$ cat src/rtl/hid2xt_pkg.sv
// ----------------------------------------------------------------------------
// hid2xt_pkg: shared types, constants and tables for the HID to XT translator
// Holds the item and burst types, the scan code tables and the key helpers.
// ----------------------------------------------------------------------------
package hid2xt_pkg;

	// Config and timer widths, longest byte burst and its count width.
	localparam int CFG_W     = 20;
	localparam int CFG_IDX_W = 1;
	localparam int BURST_MAX = 6;
	localparam int CNT_W     = 3;

	// Configuration register indexes.
	localparam logic [CFG_IDX_W-1:0] CFG_REPEAT_DELAY  = 1'b0;
	localparam logic [CFG_IDX_W-1:0] CFG_REPEAT_PERIOD = 1'b1;

	// Reset values of the configuration registers.
	localparam logic [CFG_W-1:0] REPEAT_DELAY_RST  = 20'd500000;
	localparam logic [CFG_W-1:0] REPEAT_PERIOD_RST = 20'd91743;

	// Scan code bytes.
	localparam logic [7:0] XT_EXT_PREFIX   = 8'he0;
	localparam logic [7:0] XT_PAUSE_PREFIX = 8'he1;
	localparam logic [7:0] XT_BREAK_BIT    = 8'h80;
	localparam logic [7:0] XT_SELF_TEST_OK = 8'haa;
	localparam logic [7:0] XT_SCROLL_MAKE  = 8'h46;
	localparam logic [7:0] XT_SCROLL_BREAK = 8'hc6;
	localparam logic [7:0] XT_CTRL_MAKE    = 8'h1d;
	localparam logic [7:0] XT_CTRL_BREAK   = 8'h9d;
	localparam logic [7:0] XT_NUM_MAKE     = 8'h45;
	localparam logic [7:0] XT_NUM_BREAK    = 8'hc5;

	// HID usages with special handling.
	localparam logic [7:0] USAGE_LAST_PLAIN = 8'h73;
	localparam logic [7:0] USAGE_FIRST_MOD  = 8'he0;
	localparam logic [7:0] USAGE_LAST_MOD   = 8'he7;
	localparam logic [7:0] USAGE_NUM_LOCK   = 8'h53;
	localparam logic [7:0] USAGE_CAPS_LOCK  = 8'h39;
	localparam logic [7:0] USAGE_SCROLL     = 8'h47;
	localparam logic [7:0] USAGE_PAUSE      = 8'h48;
	localparam logic [7:0] CTRL_MASK        = 8'h11;

	// LED bit positions.
	localparam int LED_NUM    = 0;
	localparam int LED_CAPS   = 1;
	localparam int LED_SCROLL = 2;

	typedef enum logic [1:0] {
		ACT_KEY        = 2'd0,
		ACT_TICK       = 2'd1,
		ACT_HOST_RESET = 2'd2
	} action_t;

	// One input item as held in the input register.
	typedef struct packed {
		logic [1:0] action;
		logic [7:0] usage_code;
		logic       pressed;
		logic [7:0] modifier_bits;
	} item_t;

	// The bytes caused by one item, first byte in slot zero.
	typedef struct packed {
		logic [BURST_MAX-1:0][7:0] bytes;
		logic [CNT_W-1:0]          count;
		logic [2:0]                leds;
	} burst_t;

	// Make codes of usages 0x00 to 0x73, padded with zeros to 128 entries.
	localparam logic [7:0] USAGE_TABLE [0:127] = '{
		8'h00, 8'hff, 8'hfc, 8'h00, 8'h1e, 8'h30, 8'h2e, 8'h20,
		8'h12, 8'h21, 8'h22, 8'h23, 8'h17, 8'h24, 8'h25, 8'h26,
		8'h32, 8'h31, 8'h18, 8'h19, 8'h10, 8'h13, 8'h1f, 8'h14,
		8'h16, 8'h2f, 8'h11, 8'h2d, 8'h15, 8'h2c, 8'h02, 8'h03,
		8'h04, 8'h05, 8'h06, 8'h07, 8'h08, 8'h09, 8'h0a, 8'h0b,
		8'h1c, 8'h01, 8'h0e, 8'h0f, 8'h39, 8'h0c, 8'h0d, 8'h1a,
		8'h1b, 8'h2b, 8'h2b, 8'h27, 8'h28, 8'h29, 8'h33, 8'h34,
		8'h35, 8'h3a, 8'h3b, 8'h3c, 8'h3d, 8'h3e, 8'h3f, 8'h40,
		8'h41, 8'h42, 8'h43, 8'h44, 8'h57, 8'h58, 8'h37, 8'h46,
		8'h46, 8'h52, 8'h47, 8'h49, 8'h53, 8'h4f, 8'h51, 8'h4d,
		8'h4b, 8'h50, 8'h48, 8'h45, 8'h35, 8'h37, 8'h4a, 8'h4e,
		8'h1c, 8'h4f, 8'h50, 8'h51, 8'h4b, 8'h4c, 8'h4d, 8'h47,
		8'h48, 8'h49, 8'h52, 8'h53, 8'h56, 8'h5d, 8'h5e, 8'h59,
		8'h64, 8'h65, 8'h66, 8'h67, 8'h68, 8'h69, 8'h6a, 8'h6b,
		8'h6c, 8'h6d, 8'h6e, 8'h76, 8'h00, 8'h00, 8'h00, 8'h00,
		8'h00, 8'h00, 8'h00, 8'h00, 8'h00, 8'h00, 8'h00, 8'h00
	};

	// Make codes of the eight modifier usages.
	localparam logic [7:0] MOD_TABLE [0:7] = '{
		8'h1d, 8'h2a, 8'h38, 8'h5b, 8'h1d, 8'h36, 8'h38, 8'h5c
	};

	function automatic logic is_modifier(input logic [7:0] u);
		return (u >= USAGE_FIRST_MOD) && (u <= USAGE_LAST_MOD);
	endfunction

	function automatic logic is_mapped(input logic [7:0] u);
		return (u <= USAGE_LAST_PLAIN) || is_modifier(u);
	endfunction

	function automatic logic is_extended(input logic [7:0] u);
		return (u == 8'h46) || ((u >= 8'h49) && (u <= 8'h52)) || (u == 8'h54) ||
			(u == 8'h58) || (u == 8'h65) || (u == 8'h66) ||
			((u > 8'he2) && (u != 8'he5));
	endfunction

	function automatic logic [7:0] make_code(input logic [7:0] u);
		logic [7:0] code;
		if (is_modifier(u)) begin
			code = MOD_TABLE[u[2:0]];
		end else if (u <= USAGE_LAST_PLAIN) begin
			code = USAGE_TABLE[u[6:0]];
		end else begin
			code = 8'h00;
		end
		return code;
	endfunction

endpackage

$ cat src/rtl/hid2xt_in_if.sv
// ----------------------------------------------------------------------------
// hid2xt_in_if: key event channel
// Carries one HID key event, tick or host reset per item.
// ----------------------------------------------------------------------------
interface hid2xt_in_if;
	logic       valid;
	logic       ready;
	logic [1:0] action;
	logic [7:0] usage_code;
	logic       pressed;
	logic [7:0] modifier_bits;

	modport source (output valid, action, usage_code, pressed, modifier_bits, input ready);
	modport sink (input valid, action, usage_code, pressed, modifier_bits, output ready);
endinterface

$ cat src/rtl/hid2xt_out_if.sv
// ----------------------------------------------------------------------------
// hid2xt_out_if: scan byte channel
// Carries one XT set-1 byte per item, with the end marker and the LED bits.
// ----------------------------------------------------------------------------
interface hid2xt_out_if;
	logic       valid;
	logic       ready;
	logic [7:0] scan_byte;
	logic       last_byte;
	logic [2:0] lock_leds;

	modport source (output valid, scan_byte, last_byte, lock_leds, input ready);
	modport sink (input valid, scan_byte, last_byte, lock_leds, output ready);
endinterface

$ cat src/rtl/usb_hid_to_xt_scancode_translator.sv
// ----------------------------------------------------------------------------
// usb_hid_to_xt_scancode_translator: HID key events to XT set-1 scan codes
// Registers each item, builds its byte sequence in one pass and sends the
// bytes one per cycle, while the receiver is ready, on the output channel.
// ----------------------------------------------------------------------------
// Flow: an accepted item waits in the input register until the byte register is free.
// Throughput: one item per cycle while items cause at most one byte and the receiver
// takes it; N bytes of one item (up to six) hold the single byte register until taken.
// Reset: LEDs, repeat key and repeat timer clear; the repeat delay resets to
// 500000 ticks and the repeat period to 91743 ticks; no bytes are pending.
module usb_hid_to_xt_scancode_translator (
	input  logic                               clk,
	input  logic                               arst_n,
	hid2xt_in_if.sink                          events,
	hid2xt_out_if.source                       codes,
	input  logic                               cfg_we,
	input  logic [hid2xt_pkg::CFG_IDX_W-1:0]   cfg_index,
	input  logic [hid2xt_pkg::CFG_W-1:0]       cfg_data
);

	logic [hid2xt_pkg::CFG_W-1:0]                 repeat_delay_q;
	logic [hid2xt_pkg::CFG_W-1:0]                 repeat_period_q;
	logic                                         valid_s1;
	hid2xt_pkg::item_t                            item_s1;
	hid2xt_pkg::burst_t                           enc_burst;
	logic [hid2xt_pkg::BURST_MAX-1:0][7:0]        bytes_q;
	logic [hid2xt_pkg::CNT_W-1:0]                 remaining_q;
	logic [2:0]                                   leds_q;
	logic                                         take;
	logic                                         burst_free;
	logic                                         advance;

	// Configuration registers.
	always_ff @(posedge clk or negedge arst_n) begin
		if (!arst_n) begin
			repeat_delay_q  <= hid2xt_pkg::REPEAT_DELAY_RST;
			repeat_period_q <= hid2xt_pkg::REPEAT_PERIOD_RST;
		end else if (cfg_we) begin
			case (cfg_index)
				hid2xt_pkg::CFG_REPEAT_DELAY:  repeat_delay_q  <= cfg_data;
				hid2xt_pkg::CFG_REPEAT_PERIOD: repeat_period_q <= cfg_data;
				default: begin
				end
			endcase
		end
	end

	// Handshake: the input register moves on once the byte register is free.
	assign take       = codes.valid && codes.ready;
	assign burst_free = (remaining_q == '0) ||
		(remaining_q == hid2xt_pkg::CNT_W'(1) && take);
	assign advance    = valid_s1 && burst_free;
	assign events.ready = !valid_s1 || advance;

	// Input register.
	always_ff @(posedge clk or negedge arst_n) begin
		if (!arst_n) begin
			valid_s1 <= 1'b0;
		end else if (events.ready) begin
			valid_s1 <= events.valid;
		end
	end

	always_ff @(posedge clk) begin
		if (events.valid && events.ready) begin
			item_s1.action        <= events.action;
			item_s1.usage_code    <= events.usage_code;
			item_s1.pressed       <= events.pressed;
			item_s1.modifier_bits <= events.modifier_bits;
		end
	end

	hid2xt_encode u_encode (
		.clk           (clk),
		.arst_n        (arst_n),
		.item          (item_s1),
		.commit        (advance),
		.repeat_delay  (repeat_delay_q),
		.repeat_period (repeat_period_q),
		.burst         (enc_burst)
	);

	// Output byte register: loads a whole sequence, then shifts one byte per byte taken.
	always_ff @(posedge clk or negedge arst_n) begin
		if (!arst_n) begin
			remaining_q <= '0;
		end else if (advance) begin
			remaining_q <= enc_burst.count;
		end else if (take) begin
			remaining_q <= remaining_q - hid2xt_pkg::CNT_W'(1);
		end
	end

	always_ff @(posedge clk) begin
		if (advance) begin
			bytes_q <= enc_burst.bytes;
			leds_q  <= enc_burst.leds;
		end else if (take) begin
			bytes_q <= {8'h00, bytes_q[hid2xt_pkg::BURST_MAX-1:1]};
		end
	end

	assign codes.valid     = (remaining_q != '0);
	assign codes.scan_byte = bytes_q[0];
	assign codes.last_byte = (remaining_q == hid2xt_pkg::CNT_W'(1));
	assign codes.lock_leds = leds_q;

	// The byte count never exceeds the longest sequence.
	a_remaining_bound: assert property (@(posedge clk) disable iff (!arst_n)
		remaining_q <= hid2xt_pkg::CNT_W'(hid2xt_pkg::BURST_MAX))
		else $error("byte count out of range");

	// A committed item loads exactly its byte count.
	a_load_count: assert property (@(posedge clk) disable iff (!arst_n)
		advance |=> remaining_q == $past(enc_burst.count))
		else $error("byte count not loaded on commit");

	// A byte taken from the middle of a sequence leaves one fewer pending.
	a_shift_count: assert property (@(posedge clk) disable iff (!arst_n)
		take && remaining_q > hid2xt_pkg::CNT_W'(1) |=>
			remaining_q == $past(remaining_q) - hid2xt_pkg::CNT_W'(1))
		else $error("byte count not decremented");

	// No new item is committed while bytes of an earlier one are still held.
	a_no_overwrite: assert property (@(posedge clk) disable iff (!arst_n)
		advance && remaining_q > hid2xt_pkg::CNT_W'(1) |-> 1'b0)
		else $error("sequence overwritten before it was sent");

endmodule

$ cat src/rtl/hid2xt_encode.sv
// ----------------------------------------------------------------------------
// hid2xt_encode: key state and scan code sequence builder
// Holds the LED, repeat key and repeat timer state, and works out the bytes
// that one item causes. State is updated when the item is committed.
// ----------------------------------------------------------------------------
module hid2xt_encode (
	input  logic                           clk,
	input  logic                           arst_n,
	input  hid2xt_pkg::item_t              item,
	input  logic                           commit,
	input  logic [hid2xt_pkg::CFG_W-1:0]   repeat_delay,
	input  logic [hid2xt_pkg::CFG_W-1:0]   repeat_period,
	output hid2xt_pkg::burst_t             burst
);

	logic [2:0]                     led_q;
	logic [7:0]                     repeat_usage_q;
	logic [hid2xt_pkg::CFG_W-1:0]   countdown_q;
	logic                           armed_q;

	logic [2:0]                     led_d;
	logic [7:0]                     repeat_usage_d;
	logic [hid2xt_pkg::CFG_W-1:0]   countdown_d;
	logic                           armed_d;
	logic [7:0]                     key_code;
	logic [7:0]                     rep_code;

	assign key_code = hid2xt_pkg::make_code(item.usage_code) |
		(item.pressed ? 8'h00 : hid2xt_pkg::XT_BREAK_BIT);
	assign rep_code = hid2xt_pkg::make_code(repeat_usage_q);

	// Next state and the byte sequence of the item in the input register.
	always_comb begin
		led_d          = led_q;
		repeat_usage_d = repeat_usage_q;
		countdown_d    = countdown_q;
		armed_d        = armed_q;
		burst.bytes    = '0;
		burst.count    = '0;
		case (hid2xt_pkg::action_t'(item.action))
			hid2xt_pkg::ACT_KEY: begin
				if (hid2xt_pkg::is_mapped(item.usage_code)) begin
					// Lock keys toggle their LED on the press.
					if (item.pressed && item.usage_code == hid2xt_pkg::USAGE_NUM_LOCK) begin
						led_d[hid2xt_pkg::LED_NUM] = ~led_q[hid2xt_pkg::LED_NUM];
					end
					if (item.pressed && item.usage_code == hid2xt_pkg::USAGE_CAPS_LOCK) begin
						led_d[hid2xt_pkg::LED_CAPS] = ~led_q[hid2xt_pkg::LED_CAPS];
					end
					if (item.pressed && item.usage_code == hid2xt_pkg::USAGE_SCROLL) begin
						led_d[hid2xt_pkg::LED_SCROLL] = ~led_q[hid2xt_pkg::LED_SCROLL];
					end
					if (item.usage_code == hid2xt_pkg::USAGE_PAUSE) begin
						// Pause never repeats; with Ctrl held it is sent as Break.
						repeat_usage_d = 8'h00;
						if (item.pressed) begin
							if ((item.modifier_bits & hid2xt_pkg::CTRL_MASK) != 8'h00) begin
								burst.bytes[0] = hid2xt_pkg::XT_EXT_PREFIX;
								burst.bytes[1] = hid2xt_pkg::XT_SCROLL_MAKE;
								burst.bytes[2] = hid2xt_pkg::XT_EXT_PREFIX;
								burst.bytes[3] = hid2xt_pkg::XT_SCROLL_BREAK;
								burst.count    = 3'd4;
							end else begin
								burst.bytes[0] = hid2xt_pkg::XT_PAUSE_PREFIX;
								burst.bytes[1] = hid2xt_pkg::XT_CTRL_MAKE;
								burst.bytes[2] = hid2xt_pkg::XT_NUM_MAKE;
								burst.bytes[3] = hid2xt_pkg::XT_PAUSE_PREFIX;
								burst.bytes[4] = hid2xt_pkg::XT_CTRL_BREAK;
								burst.bytes[5] = hid2xt_pkg::XT_NUM_BREAK;
								burst.count    = 3'd6;
							end
						end
					end else begin
						// A press arms the repeat timer; releasing the repeating key ends its repeat.
						if (item.pressed) begin
							repeat_usage_d = item.usage_code;
							armed_d        = 1'b1;
							countdown_d    = repeat_delay;
						end else if (item.usage_code == repeat_usage_q) begin
							repeat_usage_d = 8'h00;
						end
						if (hid2xt_pkg::is_extended(item.usage_code)) begin
							burst.bytes[0] = hid2xt_pkg::XT_EXT_PREFIX;
							burst.bytes[1] = key_code;
							burst.count    = 3'd2;
						end else begin
							burst.bytes[0] = key_code;
							burst.count    = 3'd1;
						end
					end
				end
			end
			hid2xt_pkg::ACT_TICK: begin
				if (armed_q) begin
					if (countdown_q > hid2xt_pkg::CFG_W'(1)) begin
						countdown_d = countdown_q - hid2xt_pkg::CFG_W'(1);
					end else if (repeat_usage_q != 8'h00) begin
						// Timer expired with a key held: send its make code again.
						countdown_d = repeat_period;
						if (hid2xt_pkg::is_extended(repeat_usage_q)) begin
							burst.bytes[0] = hid2xt_pkg::XT_EXT_PREFIX;
							burst.bytes[1] = rep_code;
							burst.count    = 3'd2;
						end else begin
							burst.bytes[0] = rep_code;
							burst.count    = 3'd1;
						end
					end else begin
						armed_d     = 1'b0;
						countdown_d = '0;
					end
				end
			end
			hid2xt_pkg::ACT_HOST_RESET: begin
				burst.bytes[0] = hid2xt_pkg::XT_SELF_TEST_OK;
				burst.count    = 3'd1;
				led_d          = 3'b000;
				repeat_usage_d = 8'h00;
				armed_d        = 1'b0;
				countdown_d    = '0;
			end
			default: begin
			end
		endcase
		burst.leds = led_d;
	end

	// Key state registers.
	always_ff @(posedge clk or negedge arst_n) begin
		if (!arst_n) begin
			led_q          <= 3'b000;
			repeat_usage_q <= 8'h00;
			countdown_q    <= '0;
			armed_q        <= 1'b0;
		end else if (commit) begin
			led_q          <= led_d;
			repeat_usage_q <= repeat_usage_d;
			countdown_q    <= countdown_d;
			armed_q        <= armed_d;
		end
	end

endmodule

$ cat src/flat_wrapper.sv
// flat-port wrapper written by rule: the top's interface ports become plain ports
module usb_hid_to_xt_scancode_translator_flat 
  (clk, arst_n, cfg_we, cfg_index, cfg_data, events_valid, events_action, events_usage_code, events_pressed, events_modifier_bits, events_ready, codes_valid, codes_scan_byte, codes_last_byte, codes_lock_leds, codes_ready);
  hid2xt_in_if events_i ();
  hid2xt_out_if codes_i ();
  input  logic clk;
  input  logic arst_n;
  input  logic cfg_we;
  input  logic [hid2xt_pkg::CFG_IDX_W-1:0] cfg_index;
  input  logic [hid2xt_pkg::CFG_W-1:0] cfg_data;
  input wire logic [$bits(events_i.valid)-1:0] events_valid;
  input wire logic [$bits(events_i.action)-1:0] events_action;
  input wire logic [$bits(events_i.usage_code)-1:0] events_usage_code;
  input wire logic [$bits(events_i.pressed)-1:0] events_pressed;
  input wire logic [$bits(events_i.modifier_bits)-1:0] events_modifier_bits;
  output wire logic [$bits(events_i.ready)-1:0] events_ready;
  output wire logic [$bits(codes_i.valid)-1:0] codes_valid;
  output wire logic [$bits(codes_i.scan_byte)-1:0] codes_scan_byte;
  output wire logic [$bits(codes_i.last_byte)-1:0] codes_last_byte;
  output wire logic [$bits(codes_i.lock_leds)-1:0] codes_lock_leds;
  input wire logic [$bits(codes_i.ready)-1:0] codes_ready;
  assign events_i.valid = events_valid;
  assign events_i.action = events_action;
  assign events_i.usage_code = events_usage_code;
  assign events_i.pressed = events_pressed;
  assign events_i.modifier_bits = events_modifier_bits;
  assign events_ready = events_i.ready;
  assign codes_valid = codes_i.valid;
  assign codes_scan_byte = codes_i.scan_byte;
  assign codes_last_byte = codes_i.last_byte;
  assign codes_lock_leds = codes_i.lock_leds;
  assign codes_i.ready = codes_ready;
  usb_hid_to_xt_scancode_translator u_core (.clk(clk), .arst_n(arst_n), .events(events_i), .codes(codes_i), .cfg_we(cfg_we), .cfg_index(cfg_index), .cfg_data(cfg_data));
endmodule
$ cat config.mk
export PLATFORM = sky130hd
export DESIGN_NAME = usb_hid_to_xt_scancode_translator_flat
export DESIGN_NICKNAME = d
export VERILOG_FILES = /design/src/rtl/hid2xt_pkg.sv /design/src/rtl/hid2xt_in_if.sv /design/src/rtl/hid2xt_out_if.sv /design/src/rtl/usb_hid_to_xt_scancode_translator.sv /design/src/rtl/hid2xt_encode.sv /design/src/flat_wrapper.sv
export SDC_FILE = /design/constraint.sdc
export NUM_CORES = 1
export LEC_CHECK = 0
export ABC_AREA = 1
export BUFFER_PORTS_ARGS = -buffer_cell sky130_fd_sc_hd__buf_2
export CAP_MARGIN = 30
export CELL_PAD_IN_SITES_DETAIL_PLACEMENT = 1
export CELL_PAD_IN_SITES_GLOBAL_PLACEMENT = 1
export CORE_ASPECT_RATIO = 1.1
export CORE_MARGIN = 2
export CORE_UTILIZATION = 46
export CTS_CLUSTER_DIAMETER = 80
export DETAILED_ROUTE_END_ITERATION = 8
export GPL_TIMING_DRIVEN = 0
export PLACE_DENSITY = 0.79
export RECOVER_POWER = 100
export SYNTH_ARGS = -nofsm -noshare
export SYNTH_HDL_FRONTEND = slang
export SYNTH_HIERARCHICAL = 1
export SYNTH_SLANG_ARGS = --single-unit
$ cat constraint.sdc
create_clock -name clk -period 3.8 [get_ports clk]
set_input_delay 0.38 -clock clk [delete_from_list [all_inputs] [get_ports clk]]
set_output_delay 0.38 -clock clk [all_outputs]
set_load 0.05 [all_outputs]
==> load_flow_metrics.sql, run 1 <==
INSERT INTO impl_metrics (metric_group, metric, value, unit) VALUES
('cts', 'cts.path.max_buffers', '2', ''),
('cts', 'cts-buffers-inserted', '17', ''),
('sta', 'slew_headroom', '1.88', '%'),
('cts', 'clkSlewWorstSetupHoldPaths', '60', 'ps'),
('setup_path', 'rr_endpoint', 'u_core/codes.scan_byte[3]', ''),
('setup_path', 'cp-end-kind', 'flip-flop', ''),
('cts', 'clkLatencyLatePin', '430', 'ps'),
('setup_path', 'cp_slowest_cell', 'sky130_fd_sc_hd__nand4_1', ''),
('placement', 'port_buffers', '52', ''),
('cells_and_area', 'filler_cells', '3112', ''),
('floorplan', 'floorplan.initialDensity', '46.5', '%'),
('detailed_routing', 'route.final.wire_length', '36.9', 'mm'),
('cells_and_area', 'n_antenna_cell', '0', ''),
('setup_path', 'timing.critical_path.from_type', 'flip-flop', ''),
('setup_path', 'critical_path_cell_by_cell', 'clkbuf_2 -> inv_1 -> ha_1 -> nand4_1 -> inv_2 -> nor2_1 -> inv_1 -> nor2_1 -> inv_1 -> nor2_1 -> nand2_1 -> nand2_1 -> nor2_1 -> nor2_1 -> nand2_1 -> nand2_1', ''),
('setup_path', 'crit_type', 'flip-flop to flip-flop', ''),
('detailed_routing', 'routed_wire_length_per_instance', '18.8', 'µm'),
('run_status', 'outcome', 'finished clean', ''),
('floorplan', 'total_die_area', '0.0243', 'mm²'),
('yosys', 'synthCells', '1566', ''),
('yosys', 'synth_warnings', '6', ''),
('cts', 'cts_root_buf', 'sky130_fd_sc_hd__clkbuf_16', ''),
('sta', 'period_minus_slack', '3550', 'ps'),
('pwr', 'power_report.internal_total', '4650', 'µW'),
('cells_and_area', 'final_common_cell', 'sky130_fd_sc_hd__nand2_1', ''),
('setup_path', 'critPathMaxStageDelay', '580', 'ps'),
('detailed_routing', 'detailedRoute.firstPassIterationCount', '6', ''),
('pwr', 'power_switching', '4770', 'µW'),
('detailed_routing', 'drc', '0', ''),
('sta', 'setup_viol', '0', ''),
('cells_and_area', 'most-common-layout-cells', 'sky130_fd_sc_hd__nand2_1, sky130_fd_sc_hd__inv_1, sky130_fd_sc_hd__nor2_1', ''),
('setup_path', 'timing.reg2reg.worst_path_depth', '16', ''),
('detailed_routing', 'postRouteAntennaNets', '0', ''),
('setup_path', 'worstReg2RegStart', 'u_core/u_encode/repeat_usage_q[1]', ''),
('pwr', 'combinational_share_of_power', '54.7', '%'),
('detailed_routing', 'drt-vias-per-instance', '5.47', ''),
('grt', 'grt_pass1_vias', '11146', ''),
('yosys', 'synth_area_per_cell', '6.77', 'µm²'),
('sta', 'grt_setup_unrepaired', 'false', ''),
('pwr', 'peakVddDrop', '0.412', 'mV'),
('placement', 'placed_cell_area', '0.0113', 'mm²'),
('floorplan', 'io-pin-count', '59', ''),
('yosys', 'synthesis.area', '0.0106', 'mm²'),
('sta', 'finalHoldWorstSlack', '120', 'ps'),
('cells_and_area', 'area_growth', '11.3', '%'),
('sta', 'max_freq', '282', 'MHz'),
('sta', 'final_max_slew_viol_count', '0', ''),
('pwr', 'sw_frac_of_total', '50.6', '%'),
('cells_and_area', 'share_of_cells_above_drive_strength_1', '11.4', '%'),
('setup_path', 'critPathArrivalTime', '3740', 'ps'),
('grt', 'grt_pass1_wl', '58.5', 'mm'),
('sta', 'timing.clock.skew', '16.2', 'ps'),
('sta', 'period_utilization', '93.4', '%'),
('placement', 'hpwl', '27.8', 'mm'),
('cts', 'htree_num_levels', '4', ''),
('setup_path', 'slack_of_the_worst_reg_to_reg_path', '250', 'ps'),
('cells_and_area', 'final_area', '0.0118', 'mm²'),
('floorplan', 'die_width', '149', 'µm'),
('setup_path', 'worst-endpoint-required', '3990', 'ps'),
('grt', 'global_route.usage.total', '30.9', '%'),
('setup_path', 'cpMostUsedCell', 'sky130_fd_sc_hd__nor2_1', ''),
('detailed_routing', 'num_vias', '10748', ''),
('floorplan', 'number_of_placement_rows', '58', ''),
('cts', 'tritoncts_clock_tree', 'done', ''),
('pwr', 'share_clk_of_total_power', '17.3', '%'),
('cts', 'post-cts-setup-buffer-count', '0', ''),
('grt', 'grt_remaining_overflow', '0', ''),
('worst_hold_path', 'min-delay-path-class', 'input pin to flip-flop', ''),
('detailed_routing', 'detailedRoute.firstIterationViolations', '626', ''),
('sta', 'timing_hold_violations_final', '0', ''),
('cells_and_area', 'final_nets', '1736', '');
layout make-up:
class,count,area (µm²),share of cell area (%)
Buffer,94,582,4.93
Clock inverter,10,77.6,0.657
Multi-Input combinational cell,1190,5580,47.3
Sequential cell,140,3850,32.6
Inverter,153,584,4.95
Clock buffer,22,500,4.24
Tap cell,300,375,3.18
Timing Repair Buffer,55,256,2.17
worst max path at each step:
stage	end	cells past startpoint	from
after CTS	u_core/bytes_q[42]	11	u_core/item_s1[10]
after global routing	u_core/codes.scan_byte[3]	16	u_core/u_encode/repeat_usage_q[1]
after global placement	u_core/bytes_q[47]	11	u_core/item_s1[10]
after detailed placement	u_core/bytes_q[42]	11	u_core/item_s1[10]
after floorplan	u_core/bytes_q[40]	11	u_core/item_s1[10]
final	u_core/codes.scan_byte[3]	16	u_core/u_encode/repeat_usage_q[1]
critical path, delay by kind of cell (launching register included):
kind / cells / cell delay, ps
flip-flops: 1 / 450
AND/OR/NAND/NOR: 10 / 1300
adder cells (fa/ha/maj): 1 / 350
buffers and inverters: 5 / 1210
state kept, by name, indices dropped and copies added, names as in the netlist:
name	cells
u_core/bytes_q	40
u_core/u_encode/countdown_q	20
u_core/item_s1	13
u_core/remaining_q	3
u_core/repeat_delay_q	20
u_core/u_encode/led_q	3
u_core/valid_s1	1
u_core/u_encode/armed_q	1
u_core/codes.lock_leds	3
u_core/u_encode/repeat_usage_q	8
u_core/repeat_period_q	20
u_core/codes.scan_byte	8
per-stage QoR:
stage / total power (µW) / setup TNS, ps / setup WS (ps) / utilization [%] / std cells
floorplan: 6160 / 0 / 1030 / - / 1577
global route: 10100 / 0 / 16.2 / 51.8 / 1964
detailed placement: 7790 / -3240 / -318 / 49.7 / 1931
global placement: 7670 / -3280 / -280 / 49.5 / 1929
CTS: 9480 / 0 / 135 / 52.3 / 1964
finish: 9420 / 0 / 249 / 51.8 / 1964
power by group through the flow:
stage                     Sequential (µW)  Combinational [µW]  Clock (µW)
final                                2640                5150        1630
after global routing                 2700                5670        1710
after CTS                            2620                5190        1660
after detailed placement             2650                5150           0
after global placement               2630                5040           0
after floorplan                      2570                3590           0
per-layer routing:
layer	share of wire [%]	up-vias	global-route usage (%)
met4	3.8	0	14.4
met5	0	-	0
met3	4.7	105	3.88
li1	-	5153	-
met2	50	318	55.6
met1	41	5172	36.7
timing repair:
action | in CTS | in global routing
hold buffers | 1 | 0
hold endpoints to repair | 23 | 0
gates resized for setup | 2 | 2
setup endpoints to repair | 13 | 14
Note: power is estimated with default switching activity, not from simulation.
==> run 2, diff against run 1 <==
--- a/config.mk
+++ b/config.mk
@@ -18,6 +18,8 @@
 export GPL_TIMING_DRIVEN = 0
 export PLACE_DENSITY = 0.79
 export RECOVER_POWER = 100
+export REMOVE_ABC_BUFFERS = 1
+export SETUP_SLACK_MARGIN = 0.3
 export SYNTH_ARGS = -nofsm -noshare
 export SYNTH_HDL_FRONTEND = slang
 export SYNTH_HIERARCHICAL = 1
==> run 2 against run 1 <==
Clock skew shrank 5.5 ps. First-iteration DRC count decreased by 13%. Final area shrank 3.2%. Routed wire length decreased by 9.4%. Worst hold slack improved by 16 ps. The run now ends with max-capacitance violations, max-slew violations left. Critical path depth did not move. Non-clock buffer count fell by 76. Cell count decreased by 3.9%. Sequential power grew 4%. Register-to-register slack gained 160 ps. Worst setup slack improved by 160 ps.
==> load_flow_metrics.sql, run 2 (synthesis gave the netlist of run 1 again) <==
INSERT INTO impl_metrics (metric_group, metric, value, unit) VALUES
('detailed_routing', 'routed_wire_length_per_instance', '17.7', 'µm'),
('floorplan', 'number_of_placement_rows', '58', ''),
('cts', 'cts_sinks', '140', ''),
('sta', 'max_slew.worst_pin.slew', '1590', 'ps'),
('placement', 'port_buffers', '52', ''),
('sta', 'final_max_slew_viol_count', '31', ''),
('grt', 'global_route.usage.total', '28.2', '%'),
('cells_and_area', 'final_standard_cell_count_with_taps_included_and_fillers_excluded', '1888', ''),
('pwr', 'peakVddDrop', '0.515', 'mV'),
('setup_path', 'timing.critical_path.from_type', 'flip-flop', ''),
('pwr', 'total_power', '9190', 'µW'),
('setup_path', 'critPathArrivalTime', '3750', 'ps'),
('sta', 'period_utilization', '89.3', '%'),
('run_status', 'violations_in_the_final_reports', 'max-capacitance violations, max-slew violations', ''),
('detailed_routing', 'drc', '0', ''),
('pwr', 'power-per-cell-area', '804', 'mW/mm²'),
('floorplan', 'total_die_area', '0.0243', 'mm²'),
('cts', 'cts-buffers-inserted', '17', ''),
('setup_path', 'worstPathMaxFanout', '29', ''),
('cells_and_area', 'area_growth', '7.81', '%'),
('flow_run', 'drv_cap', '1', ''),
('cts', 'clkSlewWorstSetupHoldPaths', '60', 'ps'),
('setup_path', 'cp-end-kind', 'flip-flop', ''),
('detailed_routing', 'detailedRoute.firstIterationViolations', '543', ''),
('sta', 'timing.clock.skew', '10.7', 'ps'),
('floorplan', 'floorplan.initialDensity', '46.5', '%'),
('detailed_routing', 'postRouteAntennaNets', '0', ''),
('placement', 'placed_cells', '1842', ''),
('floorplan', 'floorplan_core_area', '0.0228', 'mm²'),
('setup_path', 'critPathMaxStageDelay', '760', 'ps'),
('placement', 'hpwl', '23.6', 'mm'),
('setup_path', 'cpMostUsedCell', 'sky130_fd_sc_hd__nand3_1', ''),
('cells_and_area', 'most-common-layout-cells', 'sky130_fd_sc_hd__nand2_1, sky130_fd_sc_hd__o21ai_0, sky130_fd_sc_hd__inv_1', ''),
('cells_and_area', 'flip_flop_count_of_the_largest_register_all_copies_and_words_added', '40', ''),
('cells_and_area', 'share_of_cells_above_drive_strength_1', '9.07', '%'),
('grt', 'pin_count_of_the_biggest_net_entering_global_routing', '53', ''),
('cts', 'tritoncts_clock_tree', 'done', ''),
('cells_and_area', 'final_common_cell', 'sky130_fd_sc_hd__nand2_1', ''),
('sta', 'fin_ws', '407', 'ps'),
('sta', 'grt_setup_unrepaired', 'false', ''),
('cells_and_area', 'final_area', '0.0114', 'mm²'),
('placement', 'dp_slack', '-183', 'ps'),
('run_status', 'outcome', 'finished with violations', ''),
('setup_path', 'cp_slowest_cell', 'sky130_fd_sc_hd__inv_1', ''),
('sta', 'timing_hold_violations_final', '0', ''),
('grt', 'grt_pass1_wl', '54.4', 'mm'),
('setup_path', 'crit_type', 'flip-flop to flip-flop', ''),
('floorplan', 'io-pin-count', '59', ''),
('cts', 'cts.path.max_buffers', '2', ''),
('detailed_routing', 'route.final.wire_length', '33.5', 'mm'),
('floorplan', 'die_height', '163', 'µm'),
('grt', 'grt_pass1_vias', '10480', ''),
('sta', 'setup_viol', '0', ''),
('grt', 'grt_remaining_overflow', '0', ''),
('setup_path', 'critical_path_cell_by_cell', 'buf_4 -> inv_1 -> nand2_2 -> nor2_1 -> nand2_1 -> nand3_1 -> nand3_1 -> inv_1 -> nand2_1 -> nor2_2 -> nor2_1 -> nor2_1 -> inv_1 -> nand3_1 -> nand3_1 -> nand2_1', ''),
('pwr', 'p_leak', '0.00568', 'µW'),
('detailed_routing', 'num_vias', '10179', ''),
('setup_path', 'worst-endpoint-required', '4150', 'ps'),
('detailed_routing', 'drt-vias-per-instance', '5.39', ''),
('cts', 'clkLatencyLatePin', '420', 'ps'),
('worst_hold_path', 'min-delay-path-class', 'input pin to flip-flop', ''),
('sta', 'max_freq', '295', 'MHz'),
('cells_and_area', 'largest-register', 'u_core/bytes_q', ''),
('placement', 'placed_cell_area', '0.0108', 'mm²'),
('floorplan', 'die_width', '149', 'µm'),
('grt', 'grt_antenna_before_repair', '0', ''),
('cts', 'cts_root_buf', 'sky130_fd_sc_hd__clkbuf_16', ''),
('cells_and_area', 'n_antenna_cell', '0', ''),
('placement', 'globalplace.congestion', '0.911', ''),
('cells_and_area', 'final_nets', '1660', ''),
('detailed_routing', 'detailedRoute.firstPassIterationCount', '5', ''),
('sta', 'slew_headroom', '-5.67', '%'),
('sta', 'period_minus_slack', '3390', 'ps'),
('cts', 'htree_num_levels', '4', '');
[run 2: critical path: cells and delay by family, from the launching register on]
kind,cells,cell delay [ps]
buffers and inverters,4,1170
and+or+nand+nor,12,1810
DFF,1,360
[run 2: timing repair]
action                                  4_1_cts  5_1_grt
hold buffers                                  1        0
endpoints found under the setup margin       26       36
buffers inserted                              3       10
cloned                                        0        0
resized for setup                             6        2
endpoints found under the hold margin        17        0
pin swaps                                     0        0
[run 2: where the power goes]
part           switching [µW]  leakage [µW]  total, µW  internal, µW
Combinational            3430       0.00383       4740          1310
Sequential                467       0.00157       2750          2280
Clock                     669      0.000288       1710          1040
[run 2: metrics by stage]
| step | setup TNS [ps] | util [%] | hold slack, ps |
|---|---|---|---|
| global placement | -1330 | 46.8 | 468 |
| global route | 0 | 50.2 | 115 |
| CTS | 0 | 50.4 | 116 |
| finish | 0 | 50.2 | 135 |
| floorplan | 0 | - | 84.4 |
| detailed placement | -1970 | 47.5 | 336 |
[run 2: final timing paths]
check	to	slack [ps]	cells past startpoint	from
worst max-delay path	u_core/remaining_q[1]	410	16	u_core/item_s1[12]
worst min-delay path	u_core/item_s1[10]	140	1	events_usage_code[1]
worst max register to register	u_core/remaining_q[1]	410	16	u_core/item_s1[12]
worst min register to register	u_core/repeat_delay_q[1]	490	2	u_core/repeat_delay_q[1]
max in group asynchronous	u_core/u_encode/countdown_q[17]	920	3	arst_n
min in group asynchronous	u_core/repeat_delay_q[3]	900	2	arst_n
[run 2: layout make-up]
cell class              instances  area (µm²)
clock inverters                13         168
inverters                     153         593
clock buffers                  19         433
repair buffers                 73         407
flip-flops and latches        140        3850
fillers                      3081       11400
multi-input cells            1190        5610
well taps                     300         375
[run 2: metal layers]
| layer | part of all wire [%] | GRT usage [%] | vias up |
|---|---|---|---|
| met1 | 44 | 35.3 | 4885 |
| li1 | - | - | 4995 |
| met5 | 0 | 0 | - |
| met2 | 50 | 50.1 | 243 |
| met4 | 2.8 | 10.7 | 0 |
| met3 | 3.5 | 3.18 | 56 |
==> run 3, diff against run 2 <==
--- a/config.mk
+++ b/config.mk
@@ -12,15 +12,14 @@
 export CELL_PAD_IN_SITES_GLOBAL_PLACEMENT = 1
 export CORE_ASPECT_RATIO = 1.1
 export CORE_MARGIN = 2
-export CORE_UTILIZATION = 46
+export CORE_UTILIZATION = 45
 export CTS_CLUSTER_DIAMETER = 80
 export DETAILED_ROUTE_END_ITERATION = 8
 export GPL_TIMING_DRIVEN = 0
-export PLACE_DENSITY = 0.79
+export PLACE_DENSITY = 0.78
 export RECOVER_POWER = 100
 export REMOVE_ABC_BUFFERS = 1
 export SETUP_SLACK_MARGIN = 0.3
 export SYNTH_ARGS = -nofsm -noshare
 export SYNTH_HDL_FRONTEND = slang
-export SYNTH_HIERARCHICAL = 1
 export SYNTH_SLANG_ARGS = --single-unit
==> run 3 against run 2 <==
The run still ends with max-capacitance violations, max-slew violations left. Critical endpoint is now u_core.codes.scan_byte[5]. Critical path depth decreased by 2. Register-to-register slack about the same. Sequential power decreased by 14%. Worst hold slack got worse by 1.8 ps. Clock skew decreased by 1.3 ps. Via count decreased by 5.1%. Critical path type unchanged. Synthesized cell count decreased by 10%.
==> load_flow_metrics.sql, run 3 <==
INSERT INTO impl_metrics (metric_group, metric, value, unit) VALUES
('cells_and_area', 'area_growth', '10.7', '%'),
('yosys', 'synth_warnings', '0', ''),
('grt', 'grt_remaining_overflow', '0', ''),
('sta', 'timing_hold_violations_final', '0', ''),
('sta', 'finalHoldWorstSlack', '134', 'ps'),
('placement', 'globalplace.congestion', '0.946', ''),
('grt', 'grt_antenna_before_repair', '0', ''),
('sta', 'setup_viol', '0', ''),
('detailed_routing', 'postRouteAntennaNets', '0', ''),
('floorplan', 'die_width', '143', 'µm'),
('pwr', 'p_leak', '0.00515', 'µW'),
('sta', 'grt_setup_unrepaired', 'false', ''),
('sta', 'final_max_slew_viol_count', '85', ''),
('cells_and_area', 'final_standard_cell_count_with_taps_included_and_fillers_excluded', '1738', ''),
('sta', 'period_utilization', '89.1', '%'),
('yosys', 'ys_dominant_reg_cell', 'sky130_fd_sc_hd__dfrtp_1', ''),
('detailed_routing', 'detailedRoute.firstIterationViolations', '662', ''),
('setup_path', 'cp_slowest_cell', 'sky130_fd_sc_hd__clkbuf_1', ''),
('detailed_routing', 'route.final.wire_length', '32.8', 'mm'),
('floorplan', 'die_height', '157', 'µm'),
('yosys', 'number_of_enable_flip_flop_cells_after_synthesis', '48', ''),
('grt', 'grt_pass1_vias', '9994', ''),
('setup_path', 'timing.critical_path.from_type', 'flip-flop', ''),
('setup_path', 'worst-endpoint-required', '3970', 'ps'),
('floorplan', 'number_of_placement_rows', '56', ''),
('sta', 'period_minus_slack', '3390', 'ps'),
('pwr', 'power-per-cell-area', '762', 'mW/mm²'),
('detailed_routing', 'met2_length', '16.9', 'mm'),
('setup_path', 'rr_endpoint', 'u_core.codes.scan_byte[5]', ''),
('setup_path', 'cpMostUsedCell', 'sky130_fd_sc_hd__nand2_1', ''),
('worst_hold_path', 'hold-path-cell-count', '1', ''),
('placement', 'placed_cells', '1699', ''),
('yosys', 'synth_seq_cells', '124', ''),
('placement', 'hpwl', '23.9', 'mm'),
('yosys', 'synthCells', '1410', ''),
('sta', 'max_freq', '295', 'MHz'),
('setup_path', 'worstPathMaxFanout', '18', ''),
('cells_and_area', 'most-common-layout-cells', 'sky130_fd_sc_hd__nand2_1, sky130_fd_sc_hd__nand3_1, sky130_fd_sc_hd__inv_1', ''),
('setup_path', 'crit_type', 'flip-flop to flip-flop', ''),
('cts', 'cts_sinks', '124', ''),
('yosys', 'yosys.area.top_type', 'sky130_fd_sc_hd__nand2_1', ''),
('detailed_routing', 'route.layer.met1.wl', '13.3', 'mm'),
('yosys', 'synthesis.area', '0.00960', 'mm²'),
('detailed_routing', 'detailroute.wirelength.met3', '1.40', 'mm'),
('detailed_routing', 'maxUsedRoutingLayer', 'met4', ''),
('sta', 'max_slew.worst_pin.slew', '2350', 'ps'),
('placement', 'port_buffers', '52', ''),
('detailed_routing', 'routed_wire_length_per_instance', '18.9', 'µm'),
('cells_and_area', 'filler_cells', '2841', ''),
('yosys', 'synth-async-reset-ratio', '61.3', '%'),
('grt', 'global_route.usage.total', '30.2', '%'),
('setup_path', 'critPathArrivalTime', '3550', 'ps'),
('detailed_routing', 'detailedRoute.firstPassIterationCount', '5', ''),
('floorplan', 'io-pin-count', '59', ''),
('worst_hold_path', 'holdCritStartpoint', 'events_modifier_bits[0]', ''),
('setup_path', 'critical_path_cell_by_cell', 'buf_12 -> inv_1 -> clkbuf_1 -> nand2_1 -> o21ai_2 -> nand2_2 -> nand2_2 -> nand3_1 -> nor2_1 -> nor2_1 -> nor2_2 -> nand3_1 -> nand2_1 -> nand2_1', ''),
('flow_run', 'drv_cap', '2', ''),
('grt', 'grt_pass1_wl', '52.7', 'mm'),
('cts', 'tritoncts_clock_tree', 'done', ''),
('yosys', 'synth_area_leaders', 'sky130_fd_sc_hd__nand2_1, sky130_fd_sc_hd__dfrtp_1, sky130_fd_sc_hd__edfxtp_1, sky130_fd_sc_hd__nand3_1, sky130_fd_sc_hd__ha_1', ''),
('grt', 'pin_count_of_the_biggest_net_entering_global_routing', '70', ''),
('yosys', 'post-synth-top-area-fraction', '19.8', '%'),
('cells_and_area', 'final_common_cell', 'sky130_fd_sc_hd__nand2_1', ''),
('detailed_routing', 'num_vias', '9661', ''),
('pwr', 'peakVddDrop', '0.428', 'mV'),
('pwr', 'total_power', '8100', 'µW'),
('cts', 'cts.path.max_buffers', '2', ''),
('cells_and_area', 'n_antenna_cell', '0', ''),
('sta', 'slew_headroom', '-58.1', '%'),
('yosys', 'synth_common_cells', 'sky130_fd_sc_hd__nand2_1, sky130_fd_sc_hd__nand3_1, sky130_fd_sc_hd__inv_1', ''),
('cells_and_area', 'flip_flop_count_of_the_largest_register_all_copies_and_words_added', '24', ''),
('floorplan', 'floorplan_core_area', '0.0212', 'mm²'),
('yosys', 'post-synth-top-count-cell', 'sky130_fd_sc_hd__nand2_1', ''),
('floorplan', 'floorplan.initialDensity', '45.4', '%'),
('cells_and_area', 'share_of_cells_above_drive_strength_1', '10.8', '%'),
('worst_hold_path', 'min-delay-path-class', 'input pin to flip-flop', ''),
('setup_path', 'worstReg2RegStart', 'u_core.item_s1[12]', ''),
('setup_path', 'slack_of_the_worst_reg_to_reg_path', '410', 'ps'),
('sta', 'final.setup.tns', '0', 'ps'),
('run_status', 'outcome', 'finished with violations', ''),
('yosys', 'ys_seq_area_share', '35.1', '%'),
('worst_hold_path', 'worstHoldEndpoint', 'u_core.item_s1[0]', ''),
('yosys', 'synth.distinct_cells', '46', ''),
('cells_and_area', 'largest-register', 'u_core.bytes_q', ''),
('yosys', 'synth_area_per_cell', '6.81', 'µm²'),
('floorplan', 'total_die_area', '0.0225', 'mm²'),
('cts', 'clkLatencyLatePin', '420', 'ps'),
('cts', 'cts_root_buf', 'sky130_fd_sc_hd__clkbuf_16', ''),
('cells_and_area', 'final_nets', '1521', ''),
('detailed_routing', 'drc', '0', ''),
('setup_path', 'critPathMaxStageDelay', '650', 'ps'),
('setup_path', 'cp-end-kind', 'flip-flop', ''),
('setup_path', 'timing.reg2reg.worst_path_depth', '14', ''),
('cts', 'cts-buffers-inserted', '17', ''),
('setup_path', 'critPathTopFamily', 'simple AND/OR/NAND/NOR gates', ''),
('detailed_routing', 'drt-vias-per-instance', '5.56', ''),
('cts', 'clkSlewWorstSetupHoldPaths', '60', 'ps'),
('sta', 'timing.clock.skew', '9.42', 'ps'),
('setup_path', 'critPathBufInv', '3', ''),
('cts', 'htree_num_levels', '4', ''),
('run_status', 'violations_in_the_final_reports', 'max-capacitance violations, max-slew violations', '');
run 3: worst max path at each step:
stage | endpoint | from | depth (start not counted)
2_1_floorplan | u_core.remaining_q[0] | u_core.remaining_q[0] | 7
3_3_place_gp | u_core.remaining_q[0] | u_core.remaining_q[0] | 7
3_5_place_dp | u_core.bytes_q[9] | u_core.item_s1[10] | 15
4_1_cts | u_core.bytes_q[9] | u_core.item_s1[9] | 15
5_1_grt | u_core.bytes_q[11] | u_core.item_s1[12] | 16
6_report | u_core.codes.scan_byte[5] | u_core.item_s1[12] | 14
run 3: power by group:
part	internal (µW)	leakage [µW]	switching, µW	total, µW
sequential	1900	0.00135	468	2370
clock	1090	0.000297	623	1720
combinational	1180	0.00350	2830	4010
run 3: cell families (layout without fill, tap and decap cells):
kind of cell    Yosys count  after routing  share of synthesized area (%)
compound gates          220            220                           12.6
xor+xnor                 13             13                           1.19
fa+ha+maj                41             41                           5.34
buf+inv                 195            233                           9.16
flops                   124            124                           35.1
simple gates            817            817                           36.6
run 3: routing by layer:
layer	vias to the layer above	track usage, %
li1	4642	-
met1	4671	35.6
met2	266	54.7
met3	82	3.89
met4	0	13.4
met5	-	0
run 3: final cells by class:
| type | count | area (µm²) | share of cell area, % |
|---|---|---|---|
| Sequential cell | 124 | 3370 | 31.7 |
| Clock inverter | 15 | 196 | 1.85 |
| Inverter | 133 | 513 | 4.83 |
| Timing Repair Buffer | 68 | 434 | 4.08 |
| Tap cell | 290 | 363 | 3.41 |
| Clock buffer | 17 | 425 | 4.00 |
| Multi-Input combinational cell | 1091 | 5330 | 50.2 |
run 3: repair_timing:
item	4_1_cts	5_1_grt
buffers inserted	1	4
hold buffers	1	0
gates resized for setup	1	2
setup endpoints to repair	4	18
hold endpoints to repair	7	0
run 3: stage by stage:
stage / setup slack, ps / utilization [%] / instance area [µm²]
2_1_floorplan: -481 / - / 9230
3_3_place_gp: -1330 / 46.6 / 9850
3_5_place_dp: 240 / 47.6 / 10100
4_1_cts: 408 / 50.7 / 10700
5_1_grt: 169 / 50.2 / 10600
6_report: 414 / 50.2 / 10600
